<file path="config.mk">
export PLATFORM = sky130hd
export DESIGN_NAME = rret_ram
export DESIGN_NICKNAME = d
export VERILOG_FILES = /design/src/recency_ranked_entry_table_defines.svh /design/src/rret_ram.sv
export SDC_FILE = /design/constraint.sdc
export NUM_CORES = 1
export LEC_CHECK = 0
export ABC_AREA = 1
export BUFFER_PORTS_ARGS = -buffer_cell sky130_fd_sc_hd__buf_2
export CORE_MARGIN = 2
export CORE_UTILIZATION = 45
export CTS_CLUSTER_DIAMETER = 40
export CTS_CLUSTER_SIZE = 25
export DETAILED_ROUTE_END_ITERATION = 10
export HOLD_SLACK_MARGIN = 0.15
export SKIP_LAST_GASP = 1
export SYNTH_ARGS = -nofsm -noshare
export SYNTH_HDL_FRONTEND = slang
export SYNTH_SLANG_ARGS = --single-unit
</file>
<file path="constraint.sdc">
create_clock -name aclk -period 3.83 [get_ports aclk]
set_clock_uncertainty 0.2 [all_clocks]
set_input_delay 0.1915 -clock aclk [delete_from_list [all_inputs] [get_ports aclk]]
set_output_delay 0.1915 -clock aclk [all_outputs]
set_load 0.05 [all_outputs]
</file>
<file path="src/recency_ranked_entry_table_defines.svh">
// ----------------------------------------------------------------------------
// recency_ranked_entry_table_defines.svh
// Assertion macros shared by the region table RTL.
// ----------------------------------------------------------------------------
`ifndef RECENCY_RANKED_ENTRY_TABLE_DEFINES_SVH
`define RECENCY_RANKED_ENTRY_TABLE_DEFINES_SVH

// Same-cycle implication, disabled while reset is asserted
`define RRET_ASSERT_IMPLIES(lbl, clk, rst_n, ante, cons, msg) \
    lbl: assert property (@(posedge clk) disable iff (!rst_n) (ante) |-> (cons)) \
        else $error(msg);

// Next-cycle implication, disabled while reset is asserted
`define RRET_ASSERT_NEXT(lbl, clk, rst_n, ante, cons, msg) \
    lbl: assert property (@(posedge clk) disable iff (!rst_n) (ante) |=> (cons)) \
        else $error(msg);

`endif

</file>
<file path="src/rret_ram.sv">
// ----------------------------------------------------------------------------
// rret_ram
// Simple dual-port RAM: one write port, one read port, registered read data.
// ----------------------------------------------------------------------------
module rret_ram #(
    parameter int WIDTH = 8,
    parameter int DEPTH = 64
) (
    input  logic                     aclk,
    input  logic                     wr_en,
    input  logic [$clog2(DEPTH)-1:0] wr_addr,
    input  logic [WIDTH-1:0]         wr_data,
    input  logic                     rd_en,
    input  logic [$clog2(DEPTH)-1:0] rd_addr,
    output logic [WIDTH-1:0]         rd_data
);

    logic [WIDTH-1:0] mem_reg [DEPTH];
    logic [WIDTH-1:0] rd_data_reg;

    always_ff @(posedge aclk) begin
        if (wr_en) begin
            mem_reg[wr_addr] <= wr_data;
        end
        if (rd_en) begin
            rd_data_reg <= mem_reg[rd_addr];
        end
    end

    assign rd_data = rd_data_reg;

endmodule
</file>
==> summary.md, run 1 <==
| Metric | Value |
|---|---|
| Worst Hold Path Cells | `1` |
| Least-Margin Pin Slew | `1180 ps` |
| Core area | `between 40000 and 50000 sq um` |
| Die Wd | `between 200 and 250 um` |
| Buffers on Ports | `30` |
| Area contributors post-synth | `edfxtp_1, nand2_1, nand3_1` |
| Longest Clk Path Bufs | `3` |
| Data arrival, critical path | `roughly 2700 ps` |
| Synth area leader | `edfxtp_1` |
| Layout Nets | `approximately 1900` |
| Most common cell after layout, fill and taps aside | `nand2_1` |
| Root Driver | `clkbuf_16` |
| Total CTS buffers | `slightly below 70` |
| FF-to-FF Start | `mem_reg[38][5]` |
| MaxCap Viol Count | `0` |
| Site Rows | `between 70 and 80` |
| Tcrit/Tclk final | `0.717` |
| Mapped Area | `21400 sq um` |
| Initial antenna violation count | `4` |
| Largest net degree at the start of global routing | `between 100 and 150` |
| Setup CP Type | `input port to register` |
| CP Max Fanout | `9` |
| CTS clk-pin slew, worst paths | `60 ps` |
| Number of DRC markers in iteration 0 | `roughly 1600` |
| Placed cell count | `2377` |
| Die height | `~220 um` |
| Worst VDD drop | `0.336 mV` |
| Detailed-route via count | `around 14000` |
| Clock sink count | `520` |
| GPL Wtd Cong | `about 0.8` |
| Final min period | `2740 ps` |
| Final hold vios | `0` |
| Total GRT Usage | `0.226` |
| Clock Latency Late Sink | `a little under 600 ps` |
| Layout cells sized above 1 | `0.101` |
| Grt met3 use | `0.0499` |
| Wire per inst | `between 20 and 25 um` |
| Fmax | `roughly 360 MHz` |
| Crit end category | `register` |
| Htree depth | `3` |
| Commonest non-fill, non-tap cells in the layout | `nand2_1, edfxtp_1, nand3_1, clkbuf_16, nor2_1` |
| Worst r2r dst | `rd_data[5]` |
| Outcome | `complete, no violations` |
| Setup Buffers After CTS | `0` |
| Post-Syn Nets | `1828` |
| TritonCTS clock tree | `done` |
| Residual DRC | `0` |
| CP startpoint | `wr_addr[2]` |
| Vias per cell | `about 5.6` |
| Startpoint class of the critical path | `input port` |
| Drt total wl | `~55000 um` |
| LEAKAGE | `roughly 8.8 nW` |
| R2R cell count | `9` |
| Max reg flops | `512` |
| Synth Register Bits | `520` |
| Initial Utilization | `0.458` |
| Netlist cell types | `15` |
| Unrepaired setup endpoints after global routing | `false` |
| Total congestion overflow | `0` |
| Cell Count, Final, Fillers Out | `2509` |
| Slew Viols, Final | `0` |
| Synth Area per Inst | `approximately 12 sq um` |
| Power Density | `557 nW/um^2` |
| HPWL after detailed placement | `~32000 um` |
| Rel. slew slack | `0.211` |
| Sequential fraction of the synthesis area | `0.729` |
| Ys Warns | `0` |
| Gr busiest metal | `met2` |
| Die area | `just under 50000 sq um` |
| Routed Antenna Nets | `0` |
| Ports | `31` |
| Final setup viols | `0` |
| Drt first pass iters | `5` |
| R2R Setup Slk | `between 1500 and 2000 ps` |
| Critical path endpoint | `mem_reg[1][3]` |
| First-pass GRT wire length | `83600 um` |
| Layout area overhead | `13.9%` |
| Setup_tns | `0 ps` |
| Synth top area share | `0.729` |
| Met2 usage | `0.357` |
| Critical Path RT | `between 3000 and 4000 ps` |
| Vias in the first global route | `approximately 14000` |
| Worst min path class | `input port to register` |
| Cells after Synth | `1805` |
| Met1 usage | `0.316` |
-- synth_stat cells --
cell	number
edfxtp_1	520
nor2_1	56
clkbuf_1	15
inv_1	10
buf_2	37
inv_2	1
nor4_1	8
buf_6	35
nand3_1	439
nand2_1	648
nand4_1	9
buf_8	2
buf_4	14
buf_1	10
inv_6	1
-- where the power goes --
| group | leakage [nW] | switching, mW | total, mW | internal [mW] |
|---|---|---|---|---|
| clock network | 1.11 | 2.46 | 6.50 | 4.04 |
| logic | 3.00 | 0.583 | 0.765 | 0.182 |
| registers | 4.69 | 0.0165 | 6.33 | 6.32 |
-- through the flow --
step           hold WS (ps)  power, mW  worst slack, ps  area [sq um]   util
2_1_floorplan          90.4       6.91             1670         21400      -
3_3_place_gp            373       7.19             1200         22000  0.470
6_report                150       13.6             1090         24400  0.522
4_1_cts                 151       13.7             1220         24400  0.522
5_1_grt                 177       14.0              951         24400  0.522
3_5_place_dp            382       7.20             1170         22000  0.470
-- metal layers --
metal  vias up  part of all wire
li1       6471                 -
met1      6825              0.43
met2       570              0.46
met3       108             0.081
met4         4             0.024
met5         -           0.00047
-- final cells by class --
type | instances | area, sq um
Fill cell | 4019 | 22300
Sequential cell | 520 | 15600
Multi-Input combinational cell | 1160 | 4950
Clock buffer | 78 | 1850
Tap cell | 607 | 759
Timing Repair Buffer | 88 | 684
Clock inverter | 42 | 497
Inverter | 12 | 52.6
Antenna cell | 2 | 5.00
-- critical path, cell delays in order --
cell	delay [ps]
dlygate4sd3_1	560
buf_2	180
inv_1	190
nand4_1	720
nor2_1	900
-- what timing repair did --
| action | 4_1_cts | 5_1_grt |
|---|---|---|
| hold buffers | 10 | 0 |
| gates resized for setup | 0 | 0 |
| endpoints found under the hold margin | 112 | 0 |
-- cell families (layout without fill, tap and decap cells) --
kind of cell           count (synthesis)  in the layout  synth area share
buffers and inverters                125            220            0.0401
other                                  0              2                 0
and+or+nand+nor                     1160           1160             0.231
DFF                                  520            520             0.729
-- worst min-delay path by stage --
| stage | start | endpoint | slack (ps) |
|---|---|---|---|
| finish | wr_data[0] | mem_reg[35][0] | 150 |
| global route | wr_data[1] | mem_reg[36][1] | 180 |
| CTS | wr_addr[5] | mem_reg[43][7] | 150 |
| detailed placement | rd_en | rd_data[3] | 380 |
| global placement | rd_en | rd_data[3] | 370 |
| floorplan | wr_data[0] | mem_reg[0][0] | 90 |
Note: power is estimated with default switching activity, not from simulation.
==> run 2, diff against run 1 <==
==> constraint.sdc (replaced) <==
create_clock -name aclk -period 2.21 [get_ports aclk]
set_clock_uncertainty 0.2 [all_clocks]
set_input_delay 0.1105 -clock aclk [delete_from_list [all_inputs] [get_ports aclk]]
set_output_delay 0.1105 -clock aclk [all_outputs]
set_load 0.05 [all_outputs]
==> run 2 against run 1 <==
  * Critical path depth grew 1
  * Final cell count grew 3.8%
  * Clock power grew 78%
  * Critical path type unchanged
  * Count of clock-buffer cells in the layout shrank 2
  * Non-clock buffer count grew 87
  * Sequential power grew 74%
  * Worst setup slack lost 1000 ps
  * Sequential cell count is the same
  * Sequential share of layout area shrank 2.6 points
  * Via count grew 1.8%
  * Routed wire length shrank 0.51%
  * Largest power group unchanged
==> summary.md, run 2 (synthesis results as in run 1) <==
| Metric | Value |
|---|---|
| TritonCTS clock tree | `done` |
| CP dominant cell by count | `dlygate4sd3_1` |
| Pre-CTS WS | `approximately 150 ps` |
| Critical Path RT | `~2300 ps` |
| Detailed-route via count | `~14000` |
| Rel. slew slack | `0.206` |
| CTS clk-pin slew, worst paths | `around 50 ps` |
| Worst VDD drop | `between 0.5 and 0.6 mV` |
| Longest Clk Path Bufs | `3` |
| Data arrival, critical path | `about 2200 ps` |
| Least-Margin Pin Slew | `between 1000 and 1500 ps` |
| Layout cells sized above 1 | `0.140` |
| HPWL after detailed placement | `32000 um` |
| Total GRT Usage | `0.226` |
| Ports | `31` |
| Outcome | `complete, no violations` |
| Final setup viols | `0` |
| Fmax | `roughly 470 MHz` |
| End-of-flow core utilization | `0.544` |
| Worst min path class | `input port to register` |
| Pwr Total | `between 20 and 25 mW` |
| Worst hold slack | `191 ps` |
| Initial Utilization | `0.458` |
| GPL Wtd Cong | `roughly 0.83` |
| Routed Antenna Nets | `0` |
| Die Wd | `about 220 um` |
| MaxCap Viol Count | `0` |
| Layout Nets | `1964` |
| Power Density | `around 940 nW/um^2` |
| Most common cell after layout, fill and taps aside | `nand2_1` |
| Vias per cell | `between 5 and 6` |
| Setup ws final | `between 70 and 80 ps` |
| Filler instances | `3935` |
| Core area | `approximately 47000 sq um` |
| Max incr delay on CP | `650 ps` |
| Die area | `slightly below 50000 sq um` |
| Clock Latency Late Sink | `roughly 600 ps` |
| Htree depth | `3` |
| Drt total wl | `approximately 55000 um` |
| Design Area, Final | `between 20000 and 30000 sq um` |
| Number of DRC markers in iteration 0 | `1476` |
| Tcrit/Tclk final | `0.965` |
| First-pass GRT wire length | `about 84000 um` |
| Buffers on Ports | `30` |
| LEAKAGE | `9.39 nW` |
| Total congestion overflow | `0` |
| Vias in the first global route | `14100` |
| Site Rows | `79` |
| Wire per inst | `between 20 and 25 um` |
| Residual DRC | `0` |
| Largest net degree at the start of global routing | `65` |
| Setup CP Type | `input port to register` |
| Slowest cell on crit path | `dlygate4sd3_1` |
| Unrepaired setup endpoints after global routing | `true` |
| Crit-path cells | `dlygate4sd3_1, buf_2, nand4_1, dlygate4sd3_1, nor4_2, buf_4` |
| Final hold vios | `0` |
| Antenna fix cells | `0` |
| Layout area overhead | `18.9%` |
| Placed inst area | `around 23000 sq um` |
| Slew Viols, Final | `0` |
| CP Max Fanout | `9` |
| Final min period | `2130 ps` |
| Initial antenna violation count | `1` |
| Root Driver | `clkbuf_16` |
| Drt first pass iters | `5` |
| Commonest non-fill, non-tap cells in the layout | `nand2_1, edfxtp_1, nand3_1, buf_4, clkbuf_16` |
| Max reg flops | `512` |
| Crit end category | `register` |
| Startpoint class of the critical path | `input port` |
| Clock sink count | `520` |
| Total CTS buffers | `slightly above 70` |
| Die height | `222 um` |
run 2: critical path, delay by kind of cell:
family | cells | cell delay [ps]
buffers and inverters | 4 | 1670
and+or+nand+nor | 2 | 420
run 2: final timing paths:
kind / end / startpoint / slack [ps] / depth (start not counted)
setup / recovery: mem_reg[52][2] / wr_en / 80 / 6
hold / removal: rd_data[0] / rd_addr[0] / 190 / 9
setup reg to reg: rd_data[3] / mem_reg[42][3] / 100 / 9
hold reg to reg: rd_data[5] / mem_reg[44][5] / 680 / 8
run 2: layout make-up:
cell class | count | area, sq um | area share
multi-input combinational | 1160 | 4970 | 0.195
inverter | 12 | 52.6 | 0.00206
clock buffer | 76 | 1880 | 0.0739
sequential | 520 | 15600 | 0.613
timing repair buffer | 175 | 1620 | 0.0636
clock inverter | 54 | 561 | 0.0220
tap | 607 | 759 | 0.0298
run 2: per-layer routing:
layer,vias to the layer above,global-route usage,wire [um]
met2,547,0.356,25600
met4,2,0.0756,1390
met1,6915,0.311,23500
met5,-,0,9
met3,103,0.0533,4380
li1,6657,-,-
run 2: where the power goes:
| part | switching [mW] | internal [mW] |
|---|---|---|
| logic | 1.02 | 0.407 |
| clock network | 4.50 | 7.12 |
| registers | 0.0311 | 10.9 |
run 2: through the flow:
stage	TNS, ps	cells
floorplan	0	1805
global placement	0	2448
detailed placement	0	2448
CTS	0	2604
global route	-232	2604
finish	0	2604
run 2: what timing repair did:
action / 4_1_cts / 5_1_grt
hold buffers: 26 / 0
buffers inserted: 0 / 0
resized for setup: 0 / 6
setup endpoints to repair: 0 / 50
endpoints found under the hold margin: 736 / 0
==> run 3, diff against run 2 <==
--- a/config.mk
+++ b/config.mk
@@ -9,10 +9,12 @@
 export BUFFER_PORTS_ARGS = -buffer_cell sky130_fd_sc_hd__buf_2
 export CORE_MARGIN = 2
 export CORE_UTILIZATION = 45
+export CTS_BUF_LIST = sky130_fd_sc_hd__clkbuf_16
 export CTS_CLUSTER_DIAMETER = 40
 export CTS_CLUSTER_SIZE = 25
 export DETAILED_ROUTE_END_ITERATION = 10
 export HOLD_SLACK_MARGIN = 0.15
+export RECOVER_POWER = 25
 export SKIP_LAST_GASP = 1
 export SYNTH_ARGS = -nofsm -noshare
 export SYNTH_HDL_FRONTEND = slang
==> run 3 against run 2 <==
  * The run now ends with capacitance limit, slew limit left
  * Sequential share of layout area increased by 0.21 points
  * Non-clock buffer count unchanged
  * Routed wire length about the same
==> summary.md, run 3 (synthesis results as in run 1) <==
| Metric | Value |
|---|---|
| Outcome | `complete, but fails checks` |
| Failing checks | `capacitance limit, slew limit` |
| Vias in the first global route | `around 14000` |
| Setup Buffers After CTS | `0` |
| Die area | `just under 50000 sq um` |
| Total CTS buffers | `around 70` |
| Register area | `15600 sq um` |
| Setup CP Type | `input port to register` |
| Layout cells sized above 1 | `0.140` |
| Ports | `31` |
| Longest Clk Path Bufs | `3` |
| Max incr delay on CP | `roughly 650 ps` |
| Setup_tns | `0 ps` |
| Layout area overhead | `18.4%` |
| LEAKAGE | `9.35 nW` |
| Core area | `approximately 47000 sq um` |
| Drt total wl | `roughly 55000 um` |
| First-pass GRT wire length | `84400 um` |
| Fmax | `approximately 470 MHz` |
| Htree depth | `3` |
| GPL Wtd Cong | `about 0.83` |
| MaxCap Viol Count | `4` |
| CTS clk-pin slew, worst paths | `around 60 ps` |
| Initial antenna violation count | `1` |
| Slew Viols, Final | `260` |
| Final setup viols | `0` |
| Least-Margin Pin Slew | `around 1500 ps` |
| Root Driver | `clkbuf_16` |
| Buffers on Ports | `30` |
| Critical Path RT | `2300 ps` |
| Site Rows | `79` |
| Commonest non-fill, non-tap cells in the layout | `nand2_1, edfxtp_1, nand3_1, buf_4, clkbuf_16` |
| Residual DRC | `0` |
| Filler instances | `about 4000` |
| TritonCTS clock tree | `done` |
| Initial Utilization | `0.458` |
| Drt first pass iters | `5` |
| Total congestion overflow | `0` |
| Slowest cell on crit path | `dlygate4sd3_1` |
| Routed Antenna Nets | `0` |
| Startpoint class of the critical path | `input port` |
| Largest net degree at the start of global routing | `65` |
| Number of DRC markers in iteration 0 | `between 1500 and 2000` |
| Wire per inst | `~21 um` |
| Clock Latency Late Sink | `~600 ps` |
| Tcrit/Tclk final | `0.969` |
| Die height | `between 200 and 250 um` |
| CP dominant cell by count | `dlygate4sd3_1` |
| Cell Count, Final, Fillers Out | `approximately 2600` |
| Pwr Total | `roughly 24 mW` |
| Final min period | `roughly 2100 ps` |
| Worst min path class | `input port to register` |
| Design Area, Final | `around 25000 sq um` |
| HPWL after detailed placement | `32000 um` |
| Placed cell count | `2448` |
| Total GRT Usage | `0.226` |
| Most common cell after layout, fill and taps aside | `nand2_1` |
| Vias per cell | `between 5 and 6` |
| Worst hold slack | `188 ps` |
| Crit end category | `register` |
| Unrepaired setup endpoints after global routing | `true` |
| Clock sink count | `520` |
| Rel. slew slack | `-0.0260` |
| Layout Nets | `approximately 2000` |
| Final hold vios | `0` |
| Power Density | `about 950 nW/um^2` |
| Placed inst area | `22700 sq um` |
| Detailed-route via count | `14300` |
| Data arrival, critical path | `around 2200 ps` |
| CP Max Fanout | `9` |
| Crit-path cells | `dlygate4sd3_1, buf_2, nand4_1, dlygate4sd3_1, nor4_2, buf_4` |
| Multi-input logic area | `4970 sq um` |
| Max reg flops | `between 500 and 600` |
| Die Wd | `between 200 and 250 um` |
| Worst VDD drop | `0.553 mV` |
## run 3: worst max-delay path, delay by kind of cell
family | cells | cell delay (ps)
buf+inv | 4 | 1680
simple gates | 2 | 430
## run 3: timing repair
item                       4_1_cts  5_1_grt
hold endpoints to repair       736        0
gates resized for setup          0        6
hold buffers                    26        0
setup endpoints to repair        0       50
## run 3: where the power goes
part           internal, mW  leakage [nW]  total, mW  switching (mW)
Sequential             11.0          4.69       11.0          0.0318
Clock                  7.12          1.18       11.6            4.51
Combinational         0.387          3.49       1.40            1.02
## run 3: cell type report
class                      instances  share of cell area
sequential                       520               0.616
multi-input combinational       1160               0.196
clock buffer                      75              0.0740
timing repair buffer             175              0.0602
tap                              607              0.0299
clock inverter                    55              0.0222
inverter                          12             0.00207
antenna                            1           0.0000986
## run 3: worst paths after layout
path	start	endpoint	slack (ps)	cells past startpoint
hold reg to reg	mem_reg[44][5]	rd_data[5]	680	8
setup / recovery	wr_en	mem_reg[52][2]	70	6
hold / removal	wr_addr[3]	mem_reg[18][0]	190	4
setup reg to reg	mem_reg[42][3]	rd_data[3]	100	9
## run 3: routing by layer
| layer | up-vias | part of all wire | routed length, um | track usage |
|---|---|---|---|---|
| met4 | 2 | 0.027 | 1450 | 0.0756 |
| li1 | 6661 | - | - | - |
| met5 | - | 0.00022 | 12 | 0 |
| met2 | 564 | 0.47 | 25700 | 0.356 |
| met1 | 6915 | 0.42 | 23200 | 0.311 |
| met3 | 113 | 0.083 | 4540 | 0.0533 |
## run 3: per-stage QoR
stage / util / setup WS, ps
after floorplan: - / 133
after global placement: 0.486 / 110
after detailed placement: 0.486 / 149
after CTS: 0.544 / 13.8
after global routing: 0.543 / -35.3
final: 0.543 / 67.7
